File: src/rtl/efx_pkg.sv
// Package of the Ethernet/IPv4 five-tuple extractor: constants, status codes and
// the frame record type passed from the capture front end to the status back end.
// Depends on nothing.
package efx_pkg;

    // Width of the captured byte counter; it saturates at all ones.
    localparam int unsigned LEN_BITS = 16;
    localparam logic [LEN_BITS-1:0] COUNT_MAX = {LEN_BITS{1'b1}};

    // Byte positions and sizes of the headers.
    localparam int unsigned ETH_HDR_BYTES = 14;
    localparam int unsigned MAC_BYTES     = 6;
    localparam int unsigned PROTO_POS     = 23;
    localparam int unsigned SRC_IP_POS    = 26;
    localparam int unsigned DST_IP_POS    = 30;
    localparam int unsigned IP_ADDR_BYTES = 4;
    localparam int unsigned IP_MIN_BYTES  = 20;
    localparam int unsigned L4_MIN_BYTES  = 8;
    localparam int unsigned PORT_BYTES    = 4;

    // Protocol numbers that carry ports.
    localparam logic [7:0] PROTO_TCP = 8'd6;
    localparam logic [7:0] PROTO_UDP = 8'd17;

    // Status codes of a record.
    localparam logic [2:0] ST_OK        = 3'd0;
    localparam logic [2:0] ST_SHORT_ETH = 3'd1;
    localparam logic [2:0] ST_SHORT_IP  = 3'd2;
    localparam logic [2:0] ST_SHORT_OPT = 3'd3;
    localparam logic [2:0] ST_SHORT_L4  = 3'd4;

    // Record queue between the front and back ends (a power of two).
    localparam int unsigned QUEUE_DEPTH = 2;
    localparam int unsigned QPTR_BITS   = $clog2(QUEUE_DEPTH);

    // Fields of one finished frame as the front end captured them.
    typedef struct packed {
        logic [31:0]         src_ip;
        logic [31:0]         dst_ip;
        logic [7:0]          protocol;
        logic [15:0]         src_port;
        logic [15:0]         dst_port;
        logic [47:0]         dst_mac;
        logic [47:0]         src_mac;
        logic [LEN_BITS-1:0] len;
        logic [3:0]          hdr_words;
    } efx_rec_t;

    // Result fields held in the output register.
    typedef struct packed {
        logic [31:0] src_ip;
        logic [31:0] dst_ip;
        logic [7:0]  protocol;
        logic [15:0] src_port;
        logic [15:0] dst_port;
        logic [47:0] dst_mac;
        logic [47:0] src_mac;
        logic [15:0] frame_length;
        logic [2:0]  status;
    } efx_out_t;

    // Saturate the byte count to the 16-bit length field.
    function automatic logic [15:0] sat_len(input logic [LEN_BITS-1:0] len);
        logic [32:0] wide;
        wide = 33'(len);
        if (wide > 33'h0_0000_FFFF)
            return 16'hFFFF;
        return wide[15:0];
    endfunction

endpackage

File: src/rtl/efx_stream_if.sv
// Valid/ready channel interfaces of the five-tuple extractor: the byte stream in
// and the record stream out. Depends on nothing.

// Frame bytes, one per item, with a mark on the final byte.
interface efx_frame_if;
    logic       valid;
    logic       ready;
    logic [7:0] data_byte;
    logic       last_byte;

    modport source (output valid, output data_byte, output last_byte, input ready);
    modport sink   (input valid, input data_byte, input last_byte, output ready);
endinterface

// One parsed header record per frame.
interface efx_record_if;
    logic        valid;
    logic        ready;
    logic [31:0] src_ip;
    logic [31:0] dst_ip;
    logic [7:0]  protocol;
    logic [15:0] src_port;
    logic [15:0] dst_port;
    logic [47:0] dst_mac;
    logic [47:0] src_mac;
    logic [15:0] frame_length;
    logic [2:0]  status;

    modport source (output valid, output src_ip, output dst_ip, output protocol,
                    output src_port, output dst_port, output dst_mac, output src_mac,
                    output frame_length, output status, input ready);
    modport sink   (input valid, input src_ip, input dst_ip, input protocol,
                    input src_port, input dst_port, input dst_mac, input src_mac,
                    input frame_length, input status, output ready);
endinterface

File: src/rtl/ipv4_five_tuple_extractor.sv
// Ethernet/IPv4/TCP-UDP header parser.
// frame (sink): one captured frame byte per item in wire order; last_byte marks
//   the final byte. record (source): one item per frame with both MAC addresses,
//   the IPv4 addresses and protocol, the TCP/UDP ports (zero for other protocols
//   or when missing), the captured length (saturating) and a truncation status.
// Throughput: one byte per cycle unless the record queue is full, sustained
//   across frame boundaries, so records can be produced as often as once per
//   cycle (one-byte frames). The edge that takes the last byte writes the record
//   queue; the record then loads the output register when it is free or emptied.
// Stalls: the output register and a two-entry record queue decouple the sides.
//   Bytes keep flowing while records wait; frame.ready falls only when the
//   queue is full, which needs at least two records stalled behind the output.
// Reset: rst_n clears the byte counter, all captured fields, the queue and the
//   output valid flag; the first byte after reset starts a new frame.
module ipv4_five_tuple_extractor (
    input  logic         clk,
    input  logic         rst_n,
    efx_frame_if.sink    frame,
    efx_record_if.source record
);

    logic              push_valid;
    logic              push_ready;
    efx_pkg::efx_rec_t push_rec;
    logic              head_valid;
    logic              head_ready;
    efx_pkg::efx_rec_t head_rec;

    // Byte capture.
    efx_front u_front (
        .clk        (clk),
        .rst_n      (rst_n),
        .frame      (frame),
        .push_valid (push_valid),
        .push_ready (push_ready),
        .push_rec   (push_rec)
    );

    // Record queue.
    efx_queue u_queue (
        .clk        (clk),
        .rst_n      (rst_n),
        .push_valid (push_valid),
        .push_ready (push_ready),
        .push_rec   (push_rec),
        .pop_valid  (head_valid),
        .pop_ready  (head_ready),
        .pop_rec    (head_rec)
    );

    // Status and output register.
    efx_back u_back (
        .clk        (clk),
        .rst_n      (rst_n),
        .head_valid (head_valid),
        .head_ready (head_ready),
        .head_rec   (head_rec),
        .record     (record)
    );

endmodule

File: src/rtl/efx_front.sv
// Capture front end: counts frame bytes and captures header fields by position.
// Depends on efx_pkg and efx_frame_if; pushes one efx_rec_t per frame.
module efx_front (
    input  logic              clk,
    input  logic              rst_n,
    efx_frame_if.sink         frame,
    output logic              push_valid,
    input  logic              push_ready,
    output efx_pkg::efx_rec_t push_rec
);

    localparam int unsigned LB = efx_pkg::LEN_BITS;

    logic [LB-1:0] cnt_reg,      cnt_next;
    logic [3:0]    hw_reg,       hw_next;
    logic [7:0]    proto_reg,    proto_next;
    logic [31:0]   src_ip_reg,   src_ip_next;
    logic [31:0]   dst_ip_reg,   dst_ip_next;
    logic [47:0]   dst_mac_reg,  dst_mac_next;
    logic [47:0]   src_mac_reg,  src_mac_next;
    logic [15:0]   src_port_reg, src_port_next;
    logic [15:0]   dst_port_reg, dst_port_next;

    logic [LB-1:0] pos;
    logic [7:0]    b;
    logic [3:0]    hw_eff;
    logic [6:0]    pbase;
    logic [LB-1:0] poff;
    logic [LB-1:0] mac_off;
    logic [LB-1:0] ip_off;
    logic          port_hit;
    logic          fire;

    // The front end takes a byte whenever the queue can take a record.
    assign frame.ready = push_ready;
    assign fire        = frame.valid && frame.ready;

    // Field capture for the byte at the current position.
    always_comb
    begin
        pos = cnt_reg;
        b   = frame.data_byte;

        hw_next       = hw_reg;
        proto_next    = proto_reg;
        src_ip_next   = src_ip_reg;
        dst_ip_next   = dst_ip_reg;
        dst_mac_next  = dst_mac_reg;
        src_mac_next  = src_mac_reg;
        src_port_next = src_port_reg;
        dst_port_next = dst_port_reg;

        // The header length is live on the very byte that carries it.
        hw_eff   = (pos == LB'(efx_pkg::ETH_HDR_BYTES)) ? b[3:0] : hw_reg;
        pbase    = 7'(efx_pkg::ETH_HDR_BYTES) + {1'b0, hw_eff, 2'b00};
        poff     = pos - LB'(pbase);
        port_hit = (pos >= LB'(pbase)) && (poff < LB'(efx_pkg::PORT_BYTES));
        mac_off  = pos - LB'(efx_pkg::MAC_BYTES);
        ip_off   = (pos >= LB'(efx_pkg::DST_IP_POS)) ? pos - LB'(efx_pkg::DST_IP_POS)
                                                     : pos - LB'(efx_pkg::SRC_IP_POS);

        // Ethernet and IPv4 fields occupy disjoint positions.
        if (pos < LB'(efx_pkg::MAC_BYTES))
        begin
            dst_mac_next[{3'(efx_pkg::MAC_BYTES - 1) - pos[2:0], 3'b000} +: 8] = b;
        end
        else if (pos < LB'(2 * efx_pkg::MAC_BYTES))
        begin
            src_mac_next[{3'(efx_pkg::MAC_BYTES - 1) - mac_off[2:0], 3'b000} +: 8] = b;
        end
        else if (pos == LB'(efx_pkg::ETH_HDR_BYTES))
        begin
            hw_next = b[3:0];
        end
        else if (pos == LB'(efx_pkg::PROTO_POS))
        begin
            proto_next = b;
        end
        else if (pos >= LB'(efx_pkg::SRC_IP_POS) && pos < LB'(efx_pkg::DST_IP_POS))
        begin
            src_ip_next[{2'(efx_pkg::IP_ADDR_BYTES - 1) - ip_off[1:0], 3'b000} +: 8] = b;
        end
        else if (pos >= LB'(efx_pkg::DST_IP_POS)
                 && pos < LB'(efx_pkg::DST_IP_POS + efx_pkg::IP_ADDR_BYTES))
        begin
            dst_ip_next[{2'(efx_pkg::IP_ADDR_BYTES - 1) - ip_off[1:0], 3'b000} +: 8] = b;
        end

        // Ports follow the IPv4 header, wherever its length puts them.
        if (port_hit)
        begin
            if (!poff[1])
                src_port_next[{~poff[0], 3'b000} +: 8] = b;
            else
                dst_port_next[{~poff[0], 3'b000} +: 8] = b;
        end

        // Saturating byte count.
        cnt_next = (cnt_reg != efx_pkg::COUNT_MAX) ? cnt_reg + LB'(1) : cnt_reg;
    end

    // The last byte's captures go straight into the record.
    always_comb
    begin
        push_valid         = fire && frame.last_byte;
        push_rec.src_ip    = src_ip_next;
        push_rec.dst_ip    = dst_ip_next;
        push_rec.protocol  = proto_next;
        push_rec.src_port  = src_port_next;
        push_rec.dst_port  = dst_port_next;
        push_rec.dst_mac   = dst_mac_next;
        push_rec.src_mac   = src_mac_next;
        push_rec.len       = cnt_next;
        push_rec.hdr_words = hw_next;
    end

    // Frame state: updated on every item, cleared after the last one.
    always_ff @(posedge clk or negedge rst_n)
    begin
        if (!rst_n)
        begin
            cnt_reg      <= '0;
            hw_reg       <= '0;
            proto_reg    <= '0;
            src_ip_reg   <= '0;
            dst_ip_reg   <= '0;
            dst_mac_reg  <= '0;
            src_mac_reg  <= '0;
            src_port_reg <= '0;
            dst_port_reg <= '0;
        end
        else if (fire)
        begin
            if (frame.last_byte)
            begin
                cnt_reg      <= '0;
                hw_reg       <= '0;
                proto_reg    <= '0;
                src_ip_reg   <= '0;
                dst_ip_reg   <= '0;
                dst_mac_reg  <= '0;
                src_mac_reg  <= '0;
                src_port_reg <= '0;
                dst_port_reg <= '0;
            end
            else
            begin
                cnt_reg      <= cnt_next;
                hw_reg       <= hw_next;
                proto_reg    <= proto_next;
                src_ip_reg   <= src_ip_next;
                dst_ip_reg   <= dst_ip_next;
                dst_mac_reg  <= dst_mac_next;
                src_mac_reg  <= src_mac_next;
                src_port_reg <= src_port_next;
                dst_port_reg <= dst_port_next;
            end
        end
    end

endmodule

File: src/rtl/efx_queue.sv
// Short record queue between the capture front end and the status back end.
// Depends on efx_pkg (efx_rec_t, QUEUE_DEPTH).
module efx_queue (
    input  logic              clk,
    input  logic              rst_n,
    input  logic              push_valid,
    output logic              push_ready,
    input  efx_pkg::efx_rec_t push_rec,
    output logic              pop_valid,
    input  logic              pop_ready,
    output efx_pkg::efx_rec_t pop_rec
);

    localparam int unsigned PB = efx_pkg::QPTR_BITS;

    efx_pkg::efx_rec_t mem [efx_pkg::QUEUE_DEPTH];
    logic [PB-1:0]     wr_ptr_reg;
    logic [PB-1:0]     rd_ptr_reg;
    logic [PB:0]       count_reg;
    logic              do_push;
    logic              do_pop;

    // Handshake on both sides.
    assign push_ready = (count_reg != (PB + 1)'(efx_pkg::QUEUE_DEPTH));
    assign pop_valid  = (count_reg != '0);
    assign do_push    = push_valid && push_ready;
    assign do_pop     = pop_valid && pop_ready;
    assign pop_rec    = mem[rd_ptr_reg];

    // Record storage.
    always_ff @(posedge clk)
    begin
        if (do_push)
            mem[wr_ptr_reg] <= push_rec;
    end

    // Pointers and fill count.
    always_ff @(posedge clk or negedge rst_n)
    begin
        if (!rst_n)
        begin
            wr_ptr_reg <= '0;
            rd_ptr_reg <= '0;
            count_reg  <= '0;
        end
        else
        begin
            if (do_push)
                wr_ptr_reg <= wr_ptr_reg + PB'(1);
            if (do_pop)
                rd_ptr_reg <= rd_ptr_reg + PB'(1);
            if (do_push && !do_pop)
                count_reg <= count_reg + (PB + 1)'(1);
            else if (do_pop && !do_push)
                count_reg <= count_reg - (PB + 1)'(1);
        end
    end

endmodule

File: src/rtl/efx_back.sv
// Status back end: classifies truncation, gates the ports and holds the result
// in the output register. Depends on efx_pkg and efx_record_if.
module efx_back (
    input  logic              clk,
    input  logic              rst_n,
    input  logic              head_valid,
    output logic              head_ready,
    input  efx_pkg::efx_rec_t head_rec,
    efx_record_if.source      record
);

    localparam int unsigned LB = efx_pkg::LEN_BITS;

    logic              valid_reg;
    efx_pkg::efx_out_t out_reg;
    efx_pkg::efx_out_t out_next;
    logic [LB-1:0]     rem;
    logic [LB-1:0]     hw_bytes;
    logic [2:0]        st;
    logic              has_ports;

    // Take the next record when the output register is free or being emptied.
    assign head_ready = !valid_reg || record.ready;

    // Truncation status and port gating.
    always_comb
    begin
        rem      = head_rec.len - LB'(efx_pkg::ETH_HDR_BYTES);
        hw_bytes = LB'({head_rec.hdr_words, 2'b00});

        if (head_rec.len < LB'(efx_pkg::ETH_HDR_BYTES))
            st = efx_pkg::ST_SHORT_ETH;
        else if (rem < LB'(efx_pkg::IP_MIN_BYTES))
            st = efx_pkg::ST_SHORT_IP;
        else if (rem < hw_bytes)
            st = efx_pkg::ST_SHORT_OPT;
        else if (rem < hw_bytes + LB'(efx_pkg::L4_MIN_BYTES))
            st = efx_pkg::ST_SHORT_L4;
        else
            st = efx_pkg::ST_OK;

        has_ports = (head_rec.protocol == efx_pkg::PROTO_TCP
                     || head_rec.protocol == efx_pkg::PROTO_UDP)
                    && (st == efx_pkg::ST_OK || st == efx_pkg::ST_SHORT_L4);

        out_next.src_ip       = head_rec.src_ip;
        out_next.dst_ip       = head_rec.dst_ip;
        out_next.protocol     = head_rec.protocol;
        out_next.src_port     = has_ports ? head_rec.src_port : 16'h0000;
        out_next.dst_port     = has_ports ? head_rec.dst_port : 16'h0000;
        out_next.dst_mac      = head_rec.dst_mac;
        out_next.src_mac      = head_rec.src_mac;
        out_next.frame_length = efx_pkg::sat_len(head_rec.len);
        out_next.status       = st;
    end

    // Output valid flag.
    always_ff @(posedge clk or negedge rst_n)
    begin
        if (!rst_n)
            valid_reg <= 1'b0;
        else if (head_ready)
            valid_reg <= head_valid;
    end

    // Output payload.
    always_ff @(posedge clk)
    begin
        if (head_valid && head_ready)
            out_reg <= out_next;
    end

    // Drive the record channel.
    assign record.valid        = valid_reg;
    assign record.src_ip       = out_reg.src_ip;
    assign record.dst_ip       = out_reg.dst_ip;
    assign record.protocol     = out_reg.protocol;
    assign record.src_port     = out_reg.src_port;
    assign record.dst_port     = out_reg.dst_port;
    assign record.dst_mac      = out_reg.dst_mac;
    assign record.src_mac      = out_reg.src_mac;
    assign record.frame_length = out_reg.frame_length;
    assign record.status       = out_reg.status;

endmodule

File: src/flat_wrapper.sv
// flat-port wrapper written by rule: the top's interface ports become plain ports
module ipv4_five_tuple_extractor_flat 
  (clk, rst_n, frame_valid, frame_data_byte, frame_last_byte, frame_ready, record_valid, record_src_ip, record_dst_ip, record_protocol, record_src_port, record_dst_port, record_dst_mac, record_src_mac, record_frame_length, record_status, record_ready);
  efx_frame_if frame_i ();
  efx_record_if record_i ();
  input  logic clk;
  input  logic rst_n;
  input wire logic [$bits(frame_i.valid)-1:0] frame_valid;
  input wire logic [$bits(frame_i.data_byte)-1:0] frame_data_byte;
  input wire logic [$bits(frame_i.last_byte)-1:0] frame_last_byte;
  output wire logic [$bits(frame_i.ready)-1:0] frame_ready;
  output wire logic [$bits(record_i.valid)-1:0] record_valid;
  output wire logic [$bits(record_i.src_ip)-1:0] record_src_ip;
  output wire logic [$bits(record_i.dst_ip)-1:0] record_dst_ip;
  output wire logic [$bits(record_i.protocol)-1:0] record_protocol;
  output wire logic [$bits(record_i.src_port)-1:0] record_src_port;
  output wire logic [$bits(record_i.dst_port)-1:0] record_dst_port;
  output wire logic [$bits(record_i.dst_mac)-1:0] record_dst_mac;
  output wire logic [$bits(record_i.src_mac)-1:0] record_src_mac;
  output wire logic [$bits(record_i.frame_length)-1:0] record_frame_length;
  output wire logic [$bits(record_i.status)-1:0] record_status;
  input wire logic [$bits(record_i.ready)-1:0] record_ready;
  assign frame_i.valid = frame_valid;
  assign frame_i.data_byte = frame_data_byte;
  assign frame_i.last_byte = frame_last_byte;
  assign frame_ready = frame_i.ready;
  assign record_valid = record_i.valid;
  assign record_src_ip = record_i.src_ip;
  assign record_dst_ip = record_i.dst_ip;
  assign record_protocol = record_i.protocol;
  assign record_src_port = record_i.src_port;
  assign record_dst_port = record_i.dst_port;
  assign record_dst_mac = record_i.dst_mac;
  assign record_src_mac = record_i.src_mac;
  assign record_frame_length = record_i.frame_length;
  assign record_status = record_i.status;
  assign record_i.ready = record_ready;
  ipv4_five_tuple_extractor u_core (.clk(clk), .rst_n(rst_n), .frame(frame_i), .record(record_i));
endmodule
File: config.mk
export PLATFORM = sky130hd
export DESIGN_NAME = ipv4_five_tuple_extractor_flat
export DESIGN_NICKNAME = d
export VERILOG_FILES = /design/src/rtl/efx_pkg.sv /design/src/rtl/efx_stream_if.sv /design/src/rtl/ipv4_five_tuple_extractor.sv /design/src/rtl/efx_front.sv /design/src/rtl/efx_queue.sv /design/src/rtl/efx_back.sv /design/src/flat_wrapper.sv
export SDC_FILE = /design/constraint.sdc
export NUM_CORES = 1
export LEC_CHECK = 0
export BUFFER_PORTS_ARGS = -buffer_cell sky130_fd_sc_hd__buf_2
export CORE_MARGIN = 1
export CORE_UTILIZATION = 51
export DETAILED_ROUTE_END_ITERATION = 7
export MAX_ROUTING_LAYER = met4
export PLACE_DENSITY = 0.72
export SYNTH_ARGS = -nofsm -noshare
export SYNTH_HDL_FRONTEND = slang
export SYNTH_SLANG_ARGS = --single-unit
File: constraint.sdc
create_clock -name clk -period 23.8 [get_ports clk]
set_input_delay 3.57 -clock clk [delete_from_list [all_inputs] [get_ports clk]]
set_output_delay 3.57 -clock clk [all_outputs]
set_load 0.1 [all_outputs]
==> impl_results.md <==
- Post-synth EDFFs: 659
- DR vias/cell: 5.99
- Max Cap Violations: 0
- Flip-flop count of the largest register after layout: 440
- Fin crit period: 7.12 ns
- DR DRC count: 0
- Yosys warning count: 0
- Total power per unit cell area: 140 nW/um^2
- P_int: between 3 and 4 mW
- Final setup viols: 0
- Tot GR Track Use: 24.3%
- VDD IR max: 130 uV
- Top reg by flops: u_core.u_queue.mem
- Gate power share: about two fifths
- Row count: 97
- Distinct cells, synth: 81
- Final Cycle Share: ~30%
- Final WL: 86,200 um
- Die Y: 270 um
- Initial Util: about half
- Leak: about 16 nW
- Clk root buf: clkbuf_16
- Critical path required time: around 24 ns
- Unrepaired setup endpoints after global routing: false
- Critical Path Start Type: primary input
- Post-route ant nets: 0
- CTS buffer count: just under 90
- Grt ovf: 0
- Layout cells sized above 1: 24.8%
- HP Start: u_core.u_front.src_ip_reg[21]
- DR iter-0 viols: 2,215
- Relative slew margins: around a fifth
- Synth Register Bits: 884
- Power share of the clock group: 23.2%
- Max Slew Vio Count: 0
- Initial antenna violation count: 2
- Ports: 234
- Number of placed cells counting well taps: ~3,600
- Postcts setup bufs: 0
- NetSw: 2.55 mW
- Aggregate negative setup slack: 0 ns
- Switching power share of the total: 44.1%
- Area of the core: 70,500 sq um
- Final net count: 2,765
- CP Capture Type: register
- Worst Clk Skew: 0.0375 ns
- Non-filler cells in the finished layout: 3,742
- Later-pin clock latency in the skew report: 0.67 ns
- H-Tree Depth: 3
- Area delta synth->final: 13.1%
- Die width: 270 um
- CP max FO: 27
- Die Area: 72,800 sq um
- Status: finished, final reports clean
- Mapped Cells: 2,526
- FF-to-FF Start: u_core.u_front.cnt_reg[0]
- CTS tree: yes
- Setup Crit Path Kind: primary input to register
- Worst Hold Path EP: u_core.u_front.src_ip_reg[21]
- First-pass GRT wire length: 133,000 um
- Max Clock Freq: 0.141 GHz
- Critical path data arrival time: 7.51 ns
- Hold Crit Class: register to register
- Synthesized Nets: 2,566
- R2r setup slk: 17.56 ns
- Clock sinks: between 800 and 900
- Part of the power in registers: between 30% and 40%
- Final Wtd Congestion: 0.877
- Most frequent cells in the layout: edfxtp_1 (659), mux2_2 (274), nand2_1 (274)
- Number of global-route vias before repair: approximately 22,000
- First drt pass iteration count: 6
- CTS Hold Bufs: 0
- Hold Path Depth: 2
- Final HPWL DP: 53,900 um
- Reg2reg end: u_core.u_queue.mem[1][145]
- Max clock buf depth: 3
- IO buf count: 233
- Register area share after synthesis: 69.5%
- Worst slew pin tran: 1.21 ns
- Synthesized area: 36,600 sq um
- Reg2reg path depth: 14
- Clk slew on worst S/H paths: 0.06 ns
- Largest net degree at the start of global routing: 94
- Mean Syn Cell Area: about 14 sq um
- Primary FF master, synth: edfxtp_1
- DR vias: ~22,000
- Post_cts resized: 0
- Worst hold margin: 0.483 ns
- Post-synth ARST share: between 20% and 30%
- Avg WL per Cell: between 20 and 25 um
- Most common cell after layout, fill and taps aside: edfxtp_1
- Fin. Hold Viols: 0
power groups by stage:
stage | Combinational (mW) | Sequential [mW] | Clock (mW)
after floorplan | 0.736 | 3.34 | 0
after global placement | 2.21 | 2.22 | 0
after detailed placement | 2.24 | 2.23 | 0
after CTS | 2.25 | 2.21 | 1.37
after global routing | 2.35 | 2.23 | 1.43
final | 2.25 | 2.21 | 1.34
how the worst max path moves through the flow:
stage	from	end	depth (start not counted)
floorplan	frame_last_byte	u_core.u_queue.mem[0][0]	5
global placement	frame_data_byte[1]	u_core.u_queue.mem[0][143]	13
detailed placement	frame_data_byte[2]	u_core.u_queue.mem[0][145]	12
CTS	frame_data_byte[2]	u_core.u_queue.mem[1][145]	12
global route	frame_data_byte[2]	u_core.u_queue.mem[0][123]	12
finish	frame_data_byte[0]	u_core.u_queue.mem[1][145]	13
logic make-up (layout without fill, tap and decap cells):
logic type      count (synthesis)  after routing  share of synthesized area [%]
compound gates                465            465                           9.14
xor+xnor                       27             27                          0.647
fa+ha+maj                      27             27                          0.945
buf+inv                       202            477                           2.23
flops                         884            884                           69.5
mux                           320            320                           9.70
other cells                     0              1                              0
simple gates                  601            601                           7.81
through the flow:
stage | cell area, sq um | setup slack, ns | power [mW] | util, %
3_5_place_dp | 38500 | 16.04 | 4.48 | 54.6
3_3_place_gp | 38500 | 16.11 | 4.43 | 54.6
5_1_grt | 41300 | 16.33 | 6.01 | 58.6
6_report | 41300 | 16.68 | 5.79 | 58.6
4_1_cts | 41300 | 16.73 | 5.83 | 58.6
2_1_floorplan | 36600 | 9.38 | 4.07 | -
per-layer routing:
metal  vias to the layer above  GRT usage [%]  share of wire [%]
li1                      10000              -                  -
met1                     11400           32.5                 43
met2                       857           38.6                 49
met3                       169           3.02                5.5
met4                         0           8.54                2.9
met5                         -              -                  0
worst max-delay path, cell delays in order:
cell,delay (ns)
buf_2,0.08
buf_4,0.41
nor2_1,0.07
mux2i_1,0.26
nand2_1,0.11
xnor2_1,0.13
ha_1,0.37
a21oi_1,0.27
o21ai_1,0.15
or3_1,0.34
nand2_1,0.70
nand3_1,0.55
mux2_2,0.44
cell usage after synthesis, types with 11 or more instances:
library cell	count	area share [%]
ha_1	26	0.89
dfrtp_1	225	15
o22ai_1	18	0.31
o311ai_0	26	0.62
mux2_2	274	8.4
mux2i_1	46	1.3
clkbuf_1	118	1.2
edfxtp_1	659	54
and3_1	21	0.36
and2_1	13	0.22
o31a_1	23	0.55
buf_2	15	0.21
nand4_1	37	0.63
nor3_1	50	0.68
buf_1	15	0.15
a21o_1	18	0.37
a22o_1	89	2.1
xnor2_1	20	0.48
nand2_1	275	2.8
nor2_1	69	0.71
inv_1	46	0.47
nand3_1	65	0.89
a21oi_1	16	0.22
nor2b_1	11	0.19
o21ai_0	156	2.1
a21boi_0	11	0.23
o31ai_1	19	0.39
final cells by class:
class / instances / area [sq um]
clock inverters: 54 / 463
well taps: 940 / 1180
clock buffers: 113 / 2350
multi-input cells: 1440 / 10300
flip-flops and latches: 884 / 25400
repair buffers: 263 / 1400
diodes: 1 / 2.50
inverters: 47 / 184
fillers: 5270 / 29200
(Power assumes the default switching activity.)
